--- src/sv/decibel_spread_matcher_top_defines.svh ---
// assertion macros shared by the level remapper
`ifndef DECIBEL_SPREAD_MATCHER_TOP_DEFINES_SVH
`define DECIBEL_SPREAD_MATCHER_TOP_DEFINES_SVH

// same-cycle implication
`define DSM_ASSERT_NOW(lbl, ante, cons) \
	lbl: assert property (@(posedge clk) disable iff (!arst_n) (ante) |-> (cons)) \
		else $error("level remapper check failed");

// next-cycle implication
`define DSM_ASSERT_NEXT(lbl, ante, cons) \
	lbl: assert property (@(posedge clk) disable iff (!arst_n) (ante) |=> (cons)) \
		else $error("level remapper check failed");

`endif

--- src/sv/dsm_pkg.sv ---
package dsm_pkg;

	localparam int SAMPLE_BITS_DEF    = 24;
	localparam int LOG_TABLE_BITS_DEF = 8;

	localparam int TGT_W   = 14;
	localparam int DB_W    = 16;
	localparam int FRAC_W  = 16;
	localparam int ATT2_W  = 21;
	localparam int IATT_W  = 16;
	localparam int D_W     = 18;
	localparam int SPR_W   = 17;
	localparam int N_W     = 30;
	localparam int Q_W     = 29;
	localparam int DIV_W   = 17;
	localparam int REM_W   = 18;
	localparam int DELTA_W = 30;
	localparam int NEWDB_W = 31;
	localparam int B_W     = 17;
	localparam int A_W     = 23;
	localparam int IP_W    = 7;
	localparam int P_W     = 31;

	localparam logic [18:0] DB_PER_LOG2_Q16 = 19'd394566;
	localparam logic [21:0] LOG2_PER_DB_Q24 = 22'd2786635;
	localparam logic [SPR_W-1:0] SPREAD_MIN = 17'd26;
	localparam logic signed [DB_W-1:0] FLOOR_DB = -16'sd23040;
	localparam logic signed [DB_W-1:0] PEAK_RESET = -16'sd24576;
	localparam logic [IP_W-1:0] EXP_MAX_SHIFT = 7'd32;
	localparam int DB_DIV_SHIFT = 11;

	localparam logic [P_W-1:0] EXP_STEP_Q30 [13] = '{
		31'd1073741824, 31'd759250125, 31'd902905651, 31'd984625594, 31'd1028218693,
		31'd1050733755, 31'd1062175491, 31'd1067942999, 31'd1070838486, 31'd1072289173,
		31'd1073015252, 31'd1073378477, 31'd1073560166
	};

	typedef enum logic [1:0] {
		CFG_TARGET = 2'd0,
		CFG_MAX    = 2'd1,
		CFG_MIN    = 2'd2,
		CFG_NOTE   = 2'd3
	} cfg_idx_t;

	typedef struct packed {
		logic valid;
		logic zero;
	} flags_t;

	// log2 fraction of 1+idx/2^lbits in Q16, by repeated squaring
	function automatic logic [FRAC_W-1:0] log_frac_q16(input int unsigned idx,
		input int unsigned lbits);
		logic [63:0] x;
		logic [FRAC_W-1:0] r;
		x = (64'(1 << lbits) + 64'(idx)) << (30 - lbits);
		r = '0;
		for (int k = 1; k <= FRAC_W; k++) begin
			x = (x * x) >> 30;
			if (x >= (64'd1 << 31)) begin
				x = x >> 1;
				r[FRAC_W-k] = 1'b1;
			end
		end
		return r;
	endfunction

endpackage

--- src/sv/dsm_div.sv ---
module dsm_div #(
	parameter int SB = dsm_pkg::SAMPLE_BITS_DEF
) (
	input  logic                                clk,
	input  logic                                arst_n,
	input  logic                                en,
	input  dsm_pkg::flags_t                     flags_in,
	input  logic [SB-1:0]                       raw_in,
	input  logic [dsm_pkg::IATT_W-1:0]          in_att,
	input  logic signed [dsm_pkg::DB_W-1:0]     max_db,
	input  logic signed [dsm_pkg::DB_W-1:0]     min_db,
	output dsm_pkg::flags_t                     flags,
	output logic [SB-1:0]                       raw,
	output logic signed [dsm_pkg::DELTA_W-1:0]  delta
);

	localparam int QW = dsm_pkg::Q_W;

	dsm_pkg::flags_t                     f_s1, f_s2, f_s4;
	logic [SB-1:0]                       raw_s1, raw_s2, raw_s4;
	logic signed [dsm_pkg::D_W-1:0]      d_s1, d_s2;
	logic [dsm_pkg::SPR_W-1:0]           spr_s1;
	logic signed [dsm_pkg::N_W-1:0]      n_s2;
	logic [dsm_pkg::DIV_W-1:0]           dv_s2;
	logic                                use_s2;
	logic signed [dsm_pkg::DELTA_W-1:0]  delta_s4;

	dsm_pkg::flags_t                     f_s   [QW+1];
	logic [SB-1:0]                       raw_s [QW+1];
	logic signed [dsm_pkg::D_W-1:0]      d_s   [QW+1];
	logic                                use_s [QW+1];
	logic                                neg_s [QW+1];
	logic [dsm_pkg::DIV_W-1:0]           dv_s  [QW+1];
	logic [dsm_pkg::REM_W-1:0]           rem_s [QW+1];
	logic [QW-1:0]                       nq_s  [QW+1];

	logic [dsm_pkg::N_W-1:0]             n_u;
	logic [dsm_pkg::N_W-1:0]             numer_c;

	assign n_u     = n_s2;
	assign numer_c = n_u[dsm_pkg::N_W-1] ? (~n_u + dsm_pkg::N_W'(dv_s2)) : n_u;

	always_ff @(posedge clk or negedge arst_n) begin
		if (!arst_n) begin
			f_s1   <= '0;
			f_s2   <= '0;
			f_s[0] <= '0;
		end else if (en) begin
			f_s1   <= flags_in;
			f_s2   <= f_s1;
			f_s[0] <= f_s2;
		end
	end

	always_ff @(posedge clk) begin
		if (en) begin
			raw_s1    <= raw_in;
			d_s1      <= dsm_pkg::D_W'(max_db) + dsm_pkg::D_W'(in_att);
			spr_s1    <= dsm_pkg::SPR_W'(max_db) - dsm_pkg::SPR_W'(min_db);
			raw_s2    <= raw_s1;
			d_s2      <= d_s1;
			n_s2      <= (dsm_pkg::N_W'(d_s1) << dsm_pkg::DB_DIV_SHIFT)
				+ dsm_pkg::N_W'(signed'(spr_s1));
			dv_s2     <= {spr_s1[dsm_pkg::SPR_W-2:0], 1'b0};
			use_s2    <= !spr_s1[dsm_pkg::SPR_W-1] && (spr_s1 >= dsm_pkg::SPREAD_MIN);
			raw_s[0]  <= raw_s2;
			d_s[0]    <= d_s2;
			use_s[0]  <= use_s2;
			neg_s[0]  <= n_s2[dsm_pkg::N_W-1];
			dv_s[0]   <= dv_s2;
			rem_s[0]  <= '0;
			nq_s[0]   <= numer_c[QW-1:0];
		end
	end

	for (genvar gk = 0; gk < QW; gk++) begin : g_div
		logic [dsm_pkg::REM_W-1:0] shl;
		logic                      ge;

		assign shl = {rem_s[gk][dsm_pkg::REM_W-2:0], nq_s[gk][QW-1]};
		assign ge  = (shl >= dsm_pkg::REM_W'(dv_s[gk]));

		always_ff @(posedge clk or negedge arst_n) begin
			if (!arst_n) begin
				f_s[gk+1] <= '0;
			end else if (en) begin
				f_s[gk+1] <= f_s[gk];
			end
		end

		always_ff @(posedge clk) begin
			if (en) begin
				raw_s[gk+1] <= raw_s[gk];
				d_s[gk+1]   <= d_s[gk];
				use_s[gk+1] <= use_s[gk];
				neg_s[gk+1] <= neg_s[gk];
				dv_s[gk+1]  <= dv_s[gk];
				rem_s[gk+1] <= ge ? (shl - dsm_pkg::REM_W'(dv_s[gk])) : shl;
				nq_s[gk+1]  <= {nq_s[gk][QW-2:0], ge};
			end
		end
	end

	always_ff @(posedge clk or negedge arst_n) begin
		if (!arst_n) begin
			f_s4 <= '0;
		end else if (en) begin
			f_s4 <= f_s[QW];
		end
	end

	always_ff @(posedge clk) begin
		if (en) begin
			raw_s4 <= raw_s[QW];
			if (!use_s[QW]) begin
				delta_s4 <= dsm_pkg::DELTA_W'(d_s[QW]);
			end else if (neg_s[QW]) begin
				delta_s4 <= -dsm_pkg::DELTA_W'(nq_s[QW]);
			end else begin
				delta_s4 <= dsm_pkg::DELTA_W'(nq_s[QW]);
			end
		end
	end

	assign flags = f_s4;
	assign raw   = raw_s4;
	assign delta = delta_s4;

endmodule

--- config.mk ---
export PLATFORM = sky130hd
export DESIGN_NAME = dsm_div
export DESIGN_NICKNAME = d
export VERILOG_FILES = /design/src/sv/decibel_spread_matcher_top_defines.svh /design/src/sv/dsm_pkg.sv /design/src/sv/dsm_div.sv
export SDC_FILE = /design/constraint.sdc
export NUM_CORES = 2
export LEC_CHECK = 0
export BUFFER_PORTS_ARGS = -buffer_cell sky130_fd_sc_hd__buf_2
export CORE_MARGIN = 2
export CORE_UTILIZATION = 65
export CTS_CLUSTER_SIZE = 12
export DETAILED_ROUTE_END_ITERATION = 16
export PLACE_DENSITY = 0.82
export SLEW_MARGIN = 20
export SYNTH_ARGS = -nofsm -noshare
export SYNTH_HDL_FRONTEND = slang
export SYNTH_SLANG_ARGS = --single-unit
export TNS_END_PERCENT = 100
--- constraint.sdc ---
create_clock -name clk -period 4.9 [get_ports clk]
set_input_delay 0.98 -clock clk [delete_from_list [all_inputs] [get_ports clk]]
set_output_delay 0.98 -clock clk [all_outputs]
set_load 0.01 [all_outputs]
==> run_results.csv <==
group,metric,value,unit
global_routing,grt_max_degree,167,
finish,design_area,0.1483,mm2
place,dp_cells,10970,
sta,setup_violations,0,
clocking,cts.sinks,3387,
power,power_switching_share,29.77,%
place,gp_congestion,0.8909,
clocking,cts_inserted_buffers,355,
logic_synthesis,yosysWarnings,0,
clocking,worstSkewPairLatency,970,ps
sta,fmax,0.2562,GHz
power,pwr-share-comb,25.6,%
clocking,cts_tree,"done",
setup_path,cp.arrival,4550,ps
logic_synthesis,synth_edf_count,3321,
logic_synthesis,avgSynthCellArea,16.38,um2
clocking,clockRootBuffer,"clkbuf_16",
logic_synthesis,synth_ff_type,"edfxtp_1",
clocking,post_cts_buffers,0,
finish,area_growth,11.01,%
route,antenna_left,0,
outcome,outcome,"completed",
power,leakage,55.26,nW
global_routing,grt_pass1_wl,418300,um
route,vias,69630,
worst_hold_path,hold_class,"in2reg",
setup_path,critPathCaptureType,"flip-flop",
route,viasPerCell,6.069,
global_routing,antenna_found_initial,9,
floorplan,die_area,0.2091,mm2
flow_run,drv_cap,0,
setup_path,required,5540,ps
sta,fin_crit,3903,ps
logic_synthesis,yosysSeqAreaShare,75.90,%
global_routing,grt_pass1_vias,70950,
setup_path,startpoint_type,"flip-flop",
sta,skew,97.11,ps
logic_synthesis,async_flop_share,1.949,%
sta,final.setup.tns,0,ps
route,wl_per_cell,23.70,um
route,first_pass_iters,9,
sta,slew_headroom,24.77,%
sta,grt_setup_unrepaired,"no",
floorplan,rows,166,
setup_path,cpPeakStageDelay,740,ps
setup_path,critPathKind,"reg2reg",
clocking,ctsHoldBuffers,0,
clocking,cts-resized-gates,0,
clocking,cts_htree_levels,5,
logic_synthesis,syn_inst,8154,
clocking,cts_buffer_depth,4,
place,portBuffers,132,
route,drt_iter0_markers,7321,
global_routing,grt-ovfl-total,0,
sta,tightest_slew,1129,ps
route,drcViolationCount,0,
logic_synthesis,synth_cell_type_count,81,
power,p_sw,25.52,mW
route,wirelength,272000,um
logic_synthesis,ys_ff_latch,3387,
setup_path,cp_common_cell,"o21ai_0",
sta,hold_violations,0,
floorplan,fp.dieH,457.3,um
place,hpwl,162900,um
clocking,clkTransAtPathRegs,70,ps
finish,nNetsFinal,9268,
power,irDropWorstVdd,475.8,uV
power,seq_power_share,46.1,%
floorplan,start_util,65.35,%
floorplan,die_x,457.3,um
setup_path,critPathSlowestCell,"a31oi_4",
sta,finalCritPeriodShare,79.66,%
finish,drive_gt1_share,11.01,%
floorplan,coreArea,0.2044,mm2
power,pwr-share-clk,28.2,%
sta,drv_slew,0,
logic_synthesis,syn-cell-area,0.1336,mm2
setup_path,crit_chain,"inv_1 > ha_1 > nor2b_1 > o21ai_0 > a21oi_1 > o31a_1 > nor2_1 > o21ai_0 > a31oi_4 > mux2_2",
place,dpl_cell_area,0.1383,mm2
power,p_int,60.21,mW
finish,stdcell_count,11470,
power,powerDensity,578.2,mW/mm2
setup_path,critical_path.max_fanout,17,
global_routing,grt_use_total,26.19,%
floorplan,io_pins,133,
-- cell usage after synthesis, types with 135 or more instances --
library cell	instances	share of area [%]
edfxtp_1	3321	75
inv_1	639	1.8
ha_1	517	4.8
a21oi_1	421	1.6
nor2_1	411	1.2
o21ai_0	367	1.4
nand2_1	307	0.86
mux2_2	254	2.1
xnor2_1	193	1.3
xor2_1	190	1.2
a21o_1	135	0.76
nor3_1	135	0.51
-- logic make-up after synthesis --
kind of cell    synth area share (%)
compound gates                 6.913
simple gates                   4.862
flops                          75.90
other cells                 0.002808
buf+inv                        2.127
mux                            2.374
xor+xnor                       2.512
fa+ha+maj                      5.308
-- cell usage in the layout, fill, tap and decap left out, types with 53 or more instances in the layout --
master	n
a211oi_1	53
a21o_1	135
a21oi_1	418
buf_2	131
buf_4	78
clkbuf_16	363
dfrtp_1	66
edfxtp_1	3321
ha_1	517
inv_1	639
mux2_2	254
nand2_1	307
nand2b_1	84
nand3_1	79
nor2_1	411
nor2b_1	96
nor3_1	135
o21a_1	83
o21ai_0	367
xnor2_1	193
xor2_1	190
-- power groups by stage --
| stage | combinational, mW | sequential (mW) | clock, mW |
|---|---|---|---|
| finish | 22.0 | 39.6 | 24.2 |
| detailed placement | 20.9 | 39.9 | 0 |
| CTS | 21.6 | 39.5 | 24.6 |
| global placement | 20.0 | 39.8 | 0 |
| floorplan | 15.8 | 38.8 | 0 |
| global route | 24.0 | 39.8 | 25.7 |
-- worst paths after layout --
check / end / slack [ps] / start / cells past startpoint
worst max register to register: rem_s[21][5] / 1000 / dv_s[20][2] / 10
worst min register to register: raw_s2[11] / 370 / raw_s1[11] / 0
min in group asynchronous: f_s1[1] / 270 / arst_n / 2
worst max-delay path: rem_s[21][5] / 1000 / dv_s[20][2] / 10
worst min-delay path: raw_s1[0] / 180 / raw_in[0] / 1
max in group asynchronous: f_s[33] / 4110 / arst_n / 2
-- through the flow --
stage	worst slack (ps)	util (%)	hold WS, ps	total power, mW
after floorplan	1618	-	400.3	54.65
after global placement	1057	67.68	400.7	59.82
after detailed placement	1050	67.69	404.5	60.81
after CTS	826.3	72.54	92.49	85.78
after global routing	797.9	72.55	114.6	89.56
final	996.6	72.55	176.7	85.72
-- cell type report --
cell class,count,area [um2]
tap,2688,3363
clock inverter,85,625.6
sequential,3387,101400
timing repair buffer,235,1762
clock buffer,412,9288
multi-input combinational,4025,29450
antenna,2,5.005
fill,11980,56110
inverter,639,2399
-- critical path: cells and delay by family, from the launching register on --
| kind | cells | cell delay, ps |
|---|---|---|
| and+or+nand+nor | 2 | 310 |
| DFF | 1 | 440 |
| buffers and inverters | 1 | 90 |
| adders and majority gates | 1 | 330 |
| AOI/OAI and AO/OA | 5 | 1950 |
| muxes | 1 | 430 |
-- sequential cells by signal, summed over array words and instances, names as in the netlist, 30 cells and up --
signal	cells
d_s	540
delta	30
dv_s	464
f_s	60
n_s2	30
neg_s	30
nq_s	870
raw_s	720
rem_s	476
use_s	30
-- layer usage --
layer  wire length [um]  vias up  track usage [%]
li1                   -    31760                -
met1             101400    33930            31.95
met4              15420        4            13.21
met5                 31        -                0
met3              15520      919            4.237
met2             139500     3019            45.44
Note: power is estimated with default switching activity, not from simulation.
