## src/sv/decibel_spread_matcher_top_defines.svh

```systemverilog
// assertion macros shared by the level remapper
`ifndef DECIBEL_SPREAD_MATCHER_TOP_DEFINES_SVH
`define DECIBEL_SPREAD_MATCHER_TOP_DEFINES_SVH

// same-cycle implication
`define DSM_ASSERT_NOW(lbl, ante, cons) \
	lbl: assert property (@(posedge clk) disable iff (!arst_n) (ante) |-> (cons)) \
		else $error("level remapper check failed");

// next-cycle implication
`define DSM_ASSERT_NEXT(lbl, ante, cons) \
	lbl: assert property (@(posedge clk) disable iff (!arst_n) (ante) |=> (cons)) \
		else $error("level remapper check failed");

`endif

```

## src/sv/dsm_pkg.sv

```systemverilog
package dsm_pkg;

	localparam int SAMPLE_BITS_DEF    = 24;
	localparam int LOG_TABLE_BITS_DEF = 8;

	localparam int TGT_W   = 14;
	localparam int DB_W    = 16;
	localparam int FRAC_W  = 16;
	localparam int ATT2_W  = 21;
	localparam int IATT_W  = 16;
	localparam int D_W     = 18;
	localparam int SPR_W   = 17;
	localparam int N_W     = 30;
	localparam int Q_W     = 29;
	localparam int DIV_W   = 17;
	localparam int REM_W   = 18;
	localparam int DELTA_W = 30;
	localparam int NEWDB_W = 31;
	localparam int B_W     = 17;
	localparam int A_W     = 23;
	localparam int IP_W    = 7;
	localparam int P_W     = 31;

	localparam logic [18:0] DB_PER_LOG2_Q16 = 19'd394566;
	localparam logic [21:0] LOG2_PER_DB_Q24 = 22'd2786635;
	localparam logic [SPR_W-1:0] SPREAD_MIN = 17'd26;
	localparam logic signed [DB_W-1:0] FLOOR_DB = -16'sd23040;
	localparam logic signed [DB_W-1:0] PEAK_RESET = -16'sd24576;
	localparam logic [IP_W-1:0] EXP_MAX_SHIFT = 7'd32;
	localparam int DB_DIV_SHIFT = 11;

	localparam logic [P_W-1:0] EXP_STEP_Q30 [13] = '{
		31'd1073741824, 31'd759250125, 31'd902905651, 31'd984625594, 31'd1028218693,
		31'd1050733755, 31'd1062175491, 31'd1067942999, 31'd1070838486, 31'd1072289173,
		31'd1073015252, 31'd1073378477, 31'd1073560166
	};

	typedef enum logic [1:0] {
		CFG_TARGET = 2'd0,
		CFG_MAX    = 2'd1,
		CFG_MIN    = 2'd2,
		CFG_NOTE   = 2'd3
	} cfg_idx_t;

	typedef struct packed {
		logic valid;
		logic zero;
	} flags_t;

	// log2 fraction of 1+idx/2^lbits in Q16, by repeated squaring
	function automatic logic [FRAC_W-1:0] log_frac_q16(input int unsigned idx,
		input int unsigned lbits);
		logic [63:0] x;
		logic [FRAC_W-1:0] r;
		x = (64'(1 << lbits) + 64'(idx)) << (30 - lbits);
		r = '0;
		for (int k = 1; k <= FRAC_W; k++) begin
			x = (x * x) >> 30;
			if (x >= (64'd1 << 31)) begin
				x = x >> 1;
				r[FRAC_W-k] = 1'b1;
			end
		end
		return r;
	endfunction

endpackage

```

## src/sv/dsm_log.sv

```systemverilog
module dsm_log #(
	parameter int SB = dsm_pkg::SAMPLE_BITS_DEF,
	parameter int L  = dsm_pkg::LOG_TABLE_BITS_DEF
) (
	input  logic                        clk,
	input  logic                        arst_n,
	input  logic                        en,
	input  logic                        valid,
	input  logic [SB-1:0]               sample,
	output dsm_pkg::flags_t             flags,
	output logic [SB-1:0]               raw,
	output logic [dsm_pkg::IATT_W-1:0]  in_att
);

	localparam int EW = $clog2(SB);

	logic [dsm_pkg::FRAC_W-1:0] log_tab [2**L];

	for (genvar gi = 0; gi < 2**L; gi++) begin : g_tab
		assign log_tab[gi] = dsm_pkg::log_frac_q16(gi, L);
	end

	logic                         v_s1, v_s2, v_s3, v_s4, v_s5;
	logic [SB-1:0]                raw_s1, raw_s2, raw_s3, raw_s4, raw_s5;
	logic                         zero_s2, zero_s3, zero_s4, zero_s5;
	logic [SB-1:0]                mag_s1, mag_s2;
	logic [EW-1:0]                msb_s2, lz_s3;
	logic [L-1:0]                 idx_s3;
	logic [dsm_pkg::ATT2_W-1:0]   att2_s4;
	logic [dsm_pkg::IATT_W-1:0]   in_att_s5;

	logic [EW-1:0]                msb_c, lz_c;
	logic [SB-1:0]                norm_c;
	logic [39:0]                  prod_c;

	always_comb begin
		msb_c = '0;
		for (int i = 0; i < SB; i++) begin
			if (mag_s1[i]) begin
				msb_c = EW'(i);
			end
		end
	end

	assign lz_c   = EW'(SB - 1) - msb_s2;
	assign norm_c = mag_s2 << lz_c;
	assign prod_c = 40'(att2_s4) * 40'(dsm_pkg::DB_PER_LOG2_Q16) + (40'd1 << 23);

	always_ff @(posedge clk or negedge arst_n) begin
		if (!arst_n) begin
			v_s1 <= 1'b0;
			v_s2 <= 1'b0;
			v_s3 <= 1'b0;
			v_s4 <= 1'b0;
			v_s5 <= 1'b0;
		end else if (en) begin
			v_s1 <= valid;
			v_s2 <= v_s1;
			v_s3 <= v_s2;
			v_s4 <= v_s3;
			v_s5 <= v_s4;
		end
	end

	always_ff @(posedge clk) begin
		if (en) begin
			raw_s1    <= sample;
			mag_s1    <= sample[SB-1] ? SB'(-sample) : sample;
			raw_s2    <= raw_s1;
			mag_s2    <= mag_s1;
			msb_s2    <= msb_c;
			zero_s2   <= (mag_s1 == '0);
			raw_s3    <= raw_s2;
			zero_s3   <= zero_s2;
			lz_s3     <= lz_c;
			idx_s3    <= norm_c[SB-2 -: L];
			raw_s4    <= raw_s3;
			zero_s4   <= zero_s3;
			att2_s4   <= (dsm_pkg::ATT2_W'(lz_s3) << dsm_pkg::FRAC_W)
				- dsm_pkg::ATT2_W'(log_tab[idx_s3]);
			raw_s5    <= raw_s4;
			zero_s5   <= zero_s4;
			in_att_s5 <= prod_c[39:24];
		end
	end

	assign flags  = '{valid: v_s5, zero: zero_s5};
	assign raw    = raw_s5;
	assign in_att = in_att_s5;

endmodule

```

## config.mk

```make
export PLATFORM = sky130hd
export DESIGN_NAME = dsm_log
export DESIGN_NICKNAME = d
export VERILOG_FILES = /design/src/sv/decibel_spread_matcher_top_defines.svh /design/src/sv/dsm_pkg.sv /design/src/sv/dsm_log.sv
export SDC_FILE = /design/constraint.sdc
export NUM_CORES = 1
export LEC_CHECK = 0
export BUFFER_PORTS_ARGS = -buffer_cell sky130_fd_sc_hd__buf_2
export CORE_MARGIN = 2
export CORE_UTILIZATION = 45
export CTS_CLUSTER_DIAMETER = 30
export CTS_CLUSTER_SIZE = 30
export DETAILED_ROUTE_END_ITERATION = 7
export PLACE_DENSITY = 0.65
export SLEW_MARGIN = 40
export SYNTH_ARGS = -nofsm -noshare
export SYNTH_HDL_FRONTEND = slang
export SYNTH_SLANG_ARGS = --single-unit
```

## constraint.sdc

```tcl
create_clock -name clk -period 12.53 [get_ports clk]
set_input_delay 2.506 -clock clk [delete_from_list [all_inputs] [get_ports clk]]
set_output_delay 2.506 -clock clk [all_outputs]
set_load 0.01 [all_outputs]
```

==> impl_metrics.tcl, run 1 <==
set metrics [dict create \
    status "finished clean" \
    critPathMaxFanout 8 \
    grt_pass1_vias 14700 \
    critPathRequiredTime_ns 12.82 \
    criticalPathCategory "register to register" \
    core_area_um2 42000 \
    final_nets 2202 \
    crit_slowest_cell "fa_1" \
    gp_congestion 0.971 \
    path_cells "ha_1 > ha_1 > fa_1 > fa_1 > fa_1 > inv_1 > fa_1 > inv_1 > ha_1 > a21oi_1 > o21ai_0 > a211oi_1 > o21a_1 > a21boi_0 > nor4_4 > and4_1 > and4_1 > nand4_1 > xnor2_1" \
    slew_headroom 0.422 \
    port_buffers 69 \
    numCtsBuffers 44 \
    pre_cts_ws_ns 5.89 \
    worst_slew_pin_slew_ns 0.867 \
    synth_seq_area_share 0.356 \
    dp_hpwl_um 38500 \
    ant_nets 0 \
    insertion_delay_ns 0.55 \
    fmax_mhz 150 \
    arrival_ns 6.96 \
    synth.area.top_cells "edfxtp_1 35%, ha_1 13%, fa_1 7.4%" \
    clock-sinks 229 \
    crit_path_end_kind "register" \
    synthAdderAreaFrac 0.207 \
    synth_top_area_share 0.350 \
    fp.dieH_um 211 \
    vias 14900 \
    post-route-period-util 0.532 \
    ys_warn_count 0 \
    synthMuxAreaShare 0.0420 \
    antenna_found_initial 0 \
    ys_seq_elements 229 \
    fillCellCount 3793 \
    firstDrtPassIters 6 \
    cts_htree_levels 2 \
    vias_per_cell 6.04 \
    die_area_um2 44400 \
    clock_skew_ns 0.0286 \
    ys_async_sr_fraction 0.0218 \
    rows 75 \
    synth_xor_area_frac 0.0333 \
    final_common_cell "edfxtp_1" \
    dp_cells 2391 \
    drc 0 \
    maxSlewViolCount 0 \
    syn_to_final_growth_pct 10.6 \
    final_util 0.506 \
    tritoncts "yes" \
    die_w_um 211 \
    ys.flop_type "edfxtp_1" \
    postSynthCellCount 1881 \
    synth_top_family_by_area "adder cells" \
    cap_violations 0 \
    clock_path_buffers 3 \
    finalWorstSetupSlack_ns 5.86 \
    rsz0062_at_grt "false" \
    syn-num-nets 2185 \
    synth_simple_gate_area_frac 0.129 \
    cts.repair.resized 0 \
    synth-edff-count 224 \
    drive_gt1_frac 0.119 \
    drt_iter0_markers 1487 \
    grt_overflow 0 \
    final_cell_mix "224 x edfxtp_1, 205 x ha_1, 187 x inv_1" \
    tns_ns 0 \
    cpMostUsedCell "fa_1" \
    grt_start_max_net_pins 158 \
    synth_compound_area_frac 0.160 \
    fin_crit_ns 6.67 \
    cts_root_buffer "clkbuf_16" \
    diodes 0 \
    yosys.area.top_type "edfxtp_1" \
    hp-class "register to register" \
    finalSetupViolations 0 \
    stdcell_count 2470 \
    routed_wirelength_um 52700 \
    io_pins 70 \
    synth_area_um2 19200 \
    final_hold_viol_count 0 \
    start_util 0.457 \
    synthesis.area_per_instance_um2 10.2 \
    grt_use_total 0.237 \
    start_kind "register" \
    hold_buffers 0 \
    grt_pass1_wl_um 82200 \
    cts_setup_buffers 0 \
    synth_cell_types 94 \
    clk_pin_slew_worst_paths_ns 0.05 \
    wl_per_cell_um 21.4 \
    cp_slowest_stage_delay_ns 0.55 \
]
-- final timing paths --
kind                             from         end  slack (ns)  cells past startpoint
min in group asynchronous      arst_n        v_s3        1.75                      1
max in group asynchronous      arst_n        v_s2       10.64                      1
max                        att2_s4[3]  in_att[14]        5.86                     19
min reg2reg                 raw_s2[7]   raw_s3[7]        0.41                      0
min                         raw_s2[7]   raw_s3[7]        0.41                      0
max reg2reg                att2_s4[3]  in_att[14]        5.86                     19
-- Yosys cell counts, types with 31 or more instances --
| cell | count |
|---|---|
| a21oi_1 | 100 |
| o21ai_0 | 93 |
| buf_2 | 39 |
| inv_1 | 188 |
| xnor2_1 | 49 |
| clkbuf_1 | 40 |
| nor2b_1 | 32 |
| a211oi_1 | 33 |
| nor3_1 | 54 |
| nor2_1 | 85 |
| ha_1 | 205 |
| nand2b_1 | 38 |
| fa_1 | 71 |
| nand2_1 | 136 |
| nand3_1 | 38 |
| a31oi_1 | 31 |
| edfxtp_1 | 224 |
-- worst max-delay path: cells and delay by family, from the launching register on --
family	cells	cell delay, ns
buf+inv	2	0.09
flops	1	0.48
xor+xnor	1	0.15
fa+ha+maj	7	3.19
simple gates	4	1.10
compound gates	5	1.42
-- routing by layer --
layer | track usage | routed length (µm) | share of wire | up-vias
li1 | - | - | - | 6941
met1 | 0.317 | 22300 | 0.42 | 7218
met2 | 0.384 | 24500 | 0.46 | 604
met3 | 0.0400 | 3730 | 0.071 | 145
met4 | 0.0998 | 2250 | 0.043 | 0
met5 | 0 | 0 | 0 | -
-- flip-flops by register name (all words and copies together), names as in the netlist --
| name | flops |
|---|---|
| raw_s1 | 24 |
| raw_s3 | 24 |
| mag_s2 | 22 |
| idx_s3 | 8 |
| v_s2 | 1 |
| raw | 24 |
| v_s5 | 1 |
| zero_s2 | 1 |
| raw_s4 | 24 |
| raw_s2 | 24 |
| v_s1 | 1 |
| att2_s4 | 21 |
| msb_s2 | 5 |
| v_s4 | 1 |
| zero_s4 | 1 |
| zero_s3 | 1 |
| lz_s3 | 5 |
| v_s3 | 1 |
| in_att | 16 |
| zero_s5 | 1 |
| mag_s1 | 23 |
-- per-stage QoR --
stage	instance area, µm²	hold slack [ns]
after floorplan	19200	0.400
after global placement	19700	0.400
after detailed placement	19800	0.405
after CTS	21300	0.410
after global routing	21300	0.419
final	21300	0.410
-- final cells by class --
cell class                      instances  area, µm²  share of cell area
Clock buffer                           47       1110              0.0523
Clock inverter                         32        367              0.0172
Inverter                              191        719              0.0338
Multi-Input combinational cell       1345      11000               0.517
Sequential cell                       229       6850               0.322
Tap cell                              539        674              0.0317
Timing Repair Buffer                   87        539              0.0254
-- kinds of logic after synthesis --
kind of cell               after synthesis
buffers and inverters                  307
muxes                                   57
adders and majority gates              276
and+or+nand+nor                        484
DFF                                    229
xor gates and xnor gates                73
AOI/OAI and AO/OA                      455
Power of run 1 is left out: the tool's default activity adds up to more than one toggle a clock period on the data nets, which glitch-free logic cannot reach.
==> run 2, diff against run 1 <==
==> constraint.sdc (replaced) <==
create_clock -name clk -period 6.2 [get_ports clk]
set_input_delay 1.24 -clock clk [delete_from_list [all_inputs] [get_ports clk]]
set_output_delay 1.24 -clock clk [all_outputs]
set_load 0.01 [all_outputs]
==> run 2 against run 1 <==
Effect of this change: highest routed layer is now met5; global-route usage grew 1.0 points; cell count grew 3.4%; cell area grew 3.7%; sequential cell count is the same; die area is the same; first-iteration DRC count grew 3.0%.
==> impl_metrics.tcl, run 2 (synthesized netlist as in run 1, its figures left out) <==
set metrics [dict create \
    clock_skew_ns 0.0240 \
    stdcell_count 2554 \
    wl_per_cell_um 21.5 \
    fp.dieH_um 211 \
    grt_pass1_vias 15200 \
    vias_per_cell 5.97 \
    final_common_cell "edfxtp_1" \
    fillCellCount 3763 \
    crit_path_end_kind "register" \
    die_area_um2 44400 \
    start_kind "register" \
    tritoncts "yes" \
    critPathRequiredTime_ns 6.47 \
    pre_cts_ws_ns -0.161 \
    holdPathStages 0 \
    drt_iter0_markers 1531 \
    core_area_um2 42000 \
    critPathMaxFanout 6 \
    final_util 0.525 \
    fin_hold_ws_ns 0.395 \
    antenna_found_initial 1 \
    cp_slowest_stage_delay_ns 0.55 \
    dp_hpwl_um 40900 \
    crit_slowest_cell "fa_1" \
    diodes 0 \
    ant_nets 0 \
    rr_worst_depth 21 \
    hp-class "register to register" \
    timing.rr.start "att2_s4[2]" \
    fmax_mhz 168 \
    grt_start_max_net_pins 166 \
    arrival_ns 6.22 \
    firstDrtPassIters 6 \
    slew_headroom 0.472 \
    finalSetupViolations 0 \
    hold_buffers 0 \
    startpoint "att2_s4[2]" \
    insertion_delay_ns 0.54 \
    final_cell_mix "224 x edfxtp_1, 199 x ha_1, 187 x inv_1" \
    grt_use_total 0.248 \
    cap_violations 0 \
    maxSlewViolCount 0 \
    worst_slew_pin_slew_ns 0.787 \
    cts_root_buffer "clkbuf_16" \
    clock_path_buffers 3 \
    io_pins 70 \
    routed_wirelength_um 54900 \
    min_to "raw_s2[21]" \
    syn_to_final_growth_pct 14.7 \
    register_area_um2 6850 \
    drive_gt1_frac 0.170 \
    status "finished clean" \
    final_nets 2284 \
    clk_pin_slew_worst_paths_ns 0.06 \
    dp_cells 2466 \
    grt_pass1_wl_um 85400 \
    cts_htree_levels 2 \
    min_from "raw_s1[21]" \
    path_cells "ha_1 > ha_1 > inv_1 > fa_1 > inv_1 > fa_1 > fa_1 > inv_1 > fa_1 > inv_1 > ha_4 > and4_4 > and3_4 > nand4_4 > and4_1 > or3_4 > nor4_4 > and4_4 > a41oi_2 > o31ai_2 > xnor2_1" \
    start_util 0.457 \
    gp_congestion 1.03 \
    die_w_um 211 \
    rrSetupSlack_ns 0.25 \
    vias 15200 \
    r2r_end "in_att[15]" \
    grt_overflow 0 \
    drc 0 \
    criticalPathCategory "register to register" \
    port_buffers 69 \
    numCtsBuffers 44 \
    fin_crit_ns 5.95 \
    rows 75 \
    post-route-period-util 0.960 \
    multi_input_area_um2 11100 \
    finalWorstSetupSlack_ns 0.249 \
    final_hold_viol_count 0 \
    clock-sinks 229 \
]
-- run 2: cell types whose count changed in the layout (fill, tap and decap cells not counted), moves of 3 or more --
cell / delta
clkinv_2: -5
a211oi_1: -4
a211oi_2: +4
and4_1: -3
and4_4: +3
o21ai_0: -5
ha_1: -6
a21oi_2: +5
buf_4: +81
inv_6: +6
ha_4: +4
o21ai_1: +3
a21oi_1: -5
-- run 2: area by class of cell --
cell class	instances	share of cell area
multi-input combinational	1345	0.505
sequential	229	0.311
timing repair buffer	169	0.0533
clock buffer	48	0.0516
inverter	191	0.0325
tap	539	0.0306
clock inverter	33	0.0163
-- run 2: metrics by stage --
| stage | instance area (µm²) | setup TNS [ns] |
|---|---|---|
| finish | 22100 | 0 |
| global route | 22100 | -0.0338 |
| CTS | 21800 | 0 |
| detailed placement | 20300 | -0.478 |
| global placement | 20300 | -0.0402 |
| floorplan | 19200 | 0 |
-- run 2: worst max path at each step --
stage,depth (start not counted),endpoint,slack [ns]
floorplan,22,in_att[14],0.05
global placement,21,in_att[14],-0.04
detailed placement,21,in_att[15],-0.16
CTS,21,in_att[15],0.001
global route,20,in_att[15],-0.03
finish,21,in_att[15],0.25
-- run 2: critical path, delay by kind of cell (launching register included) --
kind / cells / cell delay [ns]
AO/OA/AOI/OAI: 2 / 0.39
buffers and inverters: 4 / 0.23
XOR/XNOR: 1 / 0.11
AND/OR/NAND/NOR: 7 / 1.59
flip-flops: 1 / 0.44
adder cells (fa/ha/maj): 7 / 2.92
-- run 2: repair_timing --
item,4_1_cts,5_1_grt
gates resized for setup,4,31
pin swaps,2,13
setup endpoints to repair,4,6
setup buffers,0,6
-- run 2: metal layers --
layer | vias to the layer above | GRT usage | part of all wire
met5 | - | 0 | 0.00020
met4 | 2 | 0.0986 | 0.037
met3 | 138 | 0.0433 | 0.068
met2 | 602 | 0.405 | 0.47
met1 | 7371 | 0.328 | 0.42
li1 | 7132 | - | -
Power of run 2 is left out for the same reason.
==> run 3, diff against run 2 <==
--- a/config.mk
+++ b/config.mk
@@ -6,6 +6,7 @@
 export NUM_CORES = 1
 export LEC_CHECK = 0
 export BUFFER_PORTS_ARGS = -buffer_cell sky130_fd_sc_hd__buf_2
+export CORE_ASPECT_RATIO = 0.7
 export CORE_MARGIN = 2
 export CORE_UTILIZATION = 45
 export CTS_CLUSTER_DIAMETER = 30
==> run 3 against run 2 <==
Effect of this change: via count rose by 1.1%; die area is essentially flat; non-clock buffer count up 4; sequential cell count unchanged; cell count decreased by 0.55%; critical path depth is 2 higher; setup slack got worse by 0.049 ns; wire length grew 1.6%; global-route usage about the same.
==> impl_metrics.tcl, run 3 (synthesized netlist as in run 1, its figures left out) <==
set metrics [dict create \
    die_area_um2 44400 \
    drive_gt1_frac 0.164 \
    finalWorstSetupSlack_ns 0.200 \
    placed_area_um2 20300 \
    critPathMaxFanout 4 \
    insertion_delay_ns 0.56 \
    cap_violations 0 \
    critPathRequiredTime_ns 6.50 \
    dp_hpwl_um 42100 \
    fin_area_um2 21600 \
    numCtsBuffers 27 \
    final_hold_viol_count 0 \
    status "finished clean" \
    grt_start_max_net_pins 105 \
    clock-sinks 229 \
    pre_cts_ws_ns -0.0841 \
    die_w_um 251 \
    gp_congestion 1.02 \
    cts_root_buffer "clkbuf_16" \
    rr_worst_depth 23 \
    fin_hold_ws_ns 0.413 \
    slew_headroom 0.403 \
    port_buffers 69 \
    holdPathStages 0 \
    diodes 0 \
    firstDrtPassIters 6 \
    dp_cells 2477 \
    min_to "raw[9]" \
    final_nets 2271 \
    start_util 0.455 \
    final_common_cell "edfxtp_1" \
    grt_pass1_vias 14700 \
    rows 63 \
    ant_nets 0 \
    min_from "raw_s4[9]" \
    finalSetupViolations 0 \
    grt_overflow 0 \
    fmax_mhz 167 \
    post-route-period-util 0.968 \
    criticalPathCategory "register to register" \
    syn_to_final_growth_pct 12.5 \
    tritoncts "yes" \
    clock_path_buffers 3 \
    grt_use_total 0.248 \
    final_cell_mix "224 x edfxtp_1, 196 x ha_1, 187 x inv_1" \
    arrival_ns 6.30 \
    fp.dieH_um 177 \
    routed_wirelength_um 55800 \
    grt_pass1_wl_um 85400 \
    maxSlewViolCount 0 \
    rrSetupSlack_ns 0.20 \
    worst_slew_pin_slew_ns 0.895 \
    stdcell_count 2540 \
    antenna_found_initial 1 \
    hp-class "register to register" \
    fin_crit_ns 6.00 \
    clock_skew_ns 0.0103 \
    r2r_end "in_att[15]" \
    drc 0 \
    crit_path_end_kind "register" \
    cts_htree_levels 1 \
    drt_iter0_markers 1713 \
    vias 15400 \
    timing.rr.start "att2_s4[3]" \
    vias_per_cell 6.07 \
    wl_per_cell_um 22.0 \
    core_area_um2 42300 \
    start_kind "register" \
    io_pins 70 \
    clk_pin_slew_worst_paths_ns 0.06 \
]
[run 3: changes by cell type in the layout (fill, tap and decap cells not counted), sizes merged]
cell / before / now
buf: 169 / 173
bufinv: 3 / 4
clkbuf: 48 / 29
clkinv: 14 / 8
clkinvlp: 4 / 2
inv: 203 / 198
[run 3: timing repair]
action,4_1_cts,5_1_grt
setup endpoints to repair,4,6
pin swaps,1,20
gates resized for setup,7,42
hold buffers,0,0
setup buffers,2,11
[run 3: how the worst max path moves through the flow]
stage                     cells after the start  slack [ns]  startpoint         end
after floorplan                              22        0.05  att2_s4[2]  in_att[14]
after global placement                       21       -0.02  att2_s4[2]  in_att[14]
after detailed placement                     20       -0.08  att2_s4[3]  in_att[14]
after CTS                                    20      -0.008  att2_s4[3]  in_att[14]
after global routing                         23       -0.04  att2_s4[3]  in_att[15]
final                                        23        0.20  att2_s4[3]  in_att[15]
[run 3: routing by layer]
| layer | routed length (µm) | vias up | global-route usage |
|---|---|---|---|
| li1 | - | 7093 | - |
| met1 | 26000 | 7508 | 0.372 |
| met2 | 21800 | 729 | 0.332 |
| met3 | 7030 | 74 | 0.0999 |
| met4 | 897 | 2 | 0.0506 |
| met5 | 13 | - | 0 |
[run 3: worst max-delay path, cell delays in order, from the launching register on]
cell and delay, ns:
edfxtp_1 0.48, buf_6 0.17, ha_4 0.15, ha_1 0.31, fa_1 0.48, fa_1 0.54, inv_1 0.05, fa_1 0.50
fa_1 0.55, inv_1 0.04, ha_1 0.34, buf_4 0.16, nand2_2 0.09, o21ai_2 0.16, buf_4 0.14, nor3_1 0.04
a21oi_1 0.12, o211a_1 0.18, ha_2 0.21, and4_4 0.25, and4bb_2 0.29, a41oi_2 0.13, o31ai_2 0.30, xnor2_1 0.09
[run 3: area by class of cell]
type / instances / area (µm²)
tap: 552 / 691
clock inverter: 21 / 278
clock buffer: 29 / 683
timing repair buffer: 173 / 1190
fill: 3786 / 20600
inverter: 191 / 717
sequential: 229 / 6850
multi-input combinational: 1345 / 11200
[run 3: stage by stage]
stage | setup TNS (ns) | util
floorplan | 0 | -
global placement | -0.0219 | 0.481
detailed placement | -0.189 | 0.481
CTS | -0.00844 | 0.505
global route | -0.0397 | 0.512
finish | 0 | 0.512
Power of run 3 is left out for the same reason.
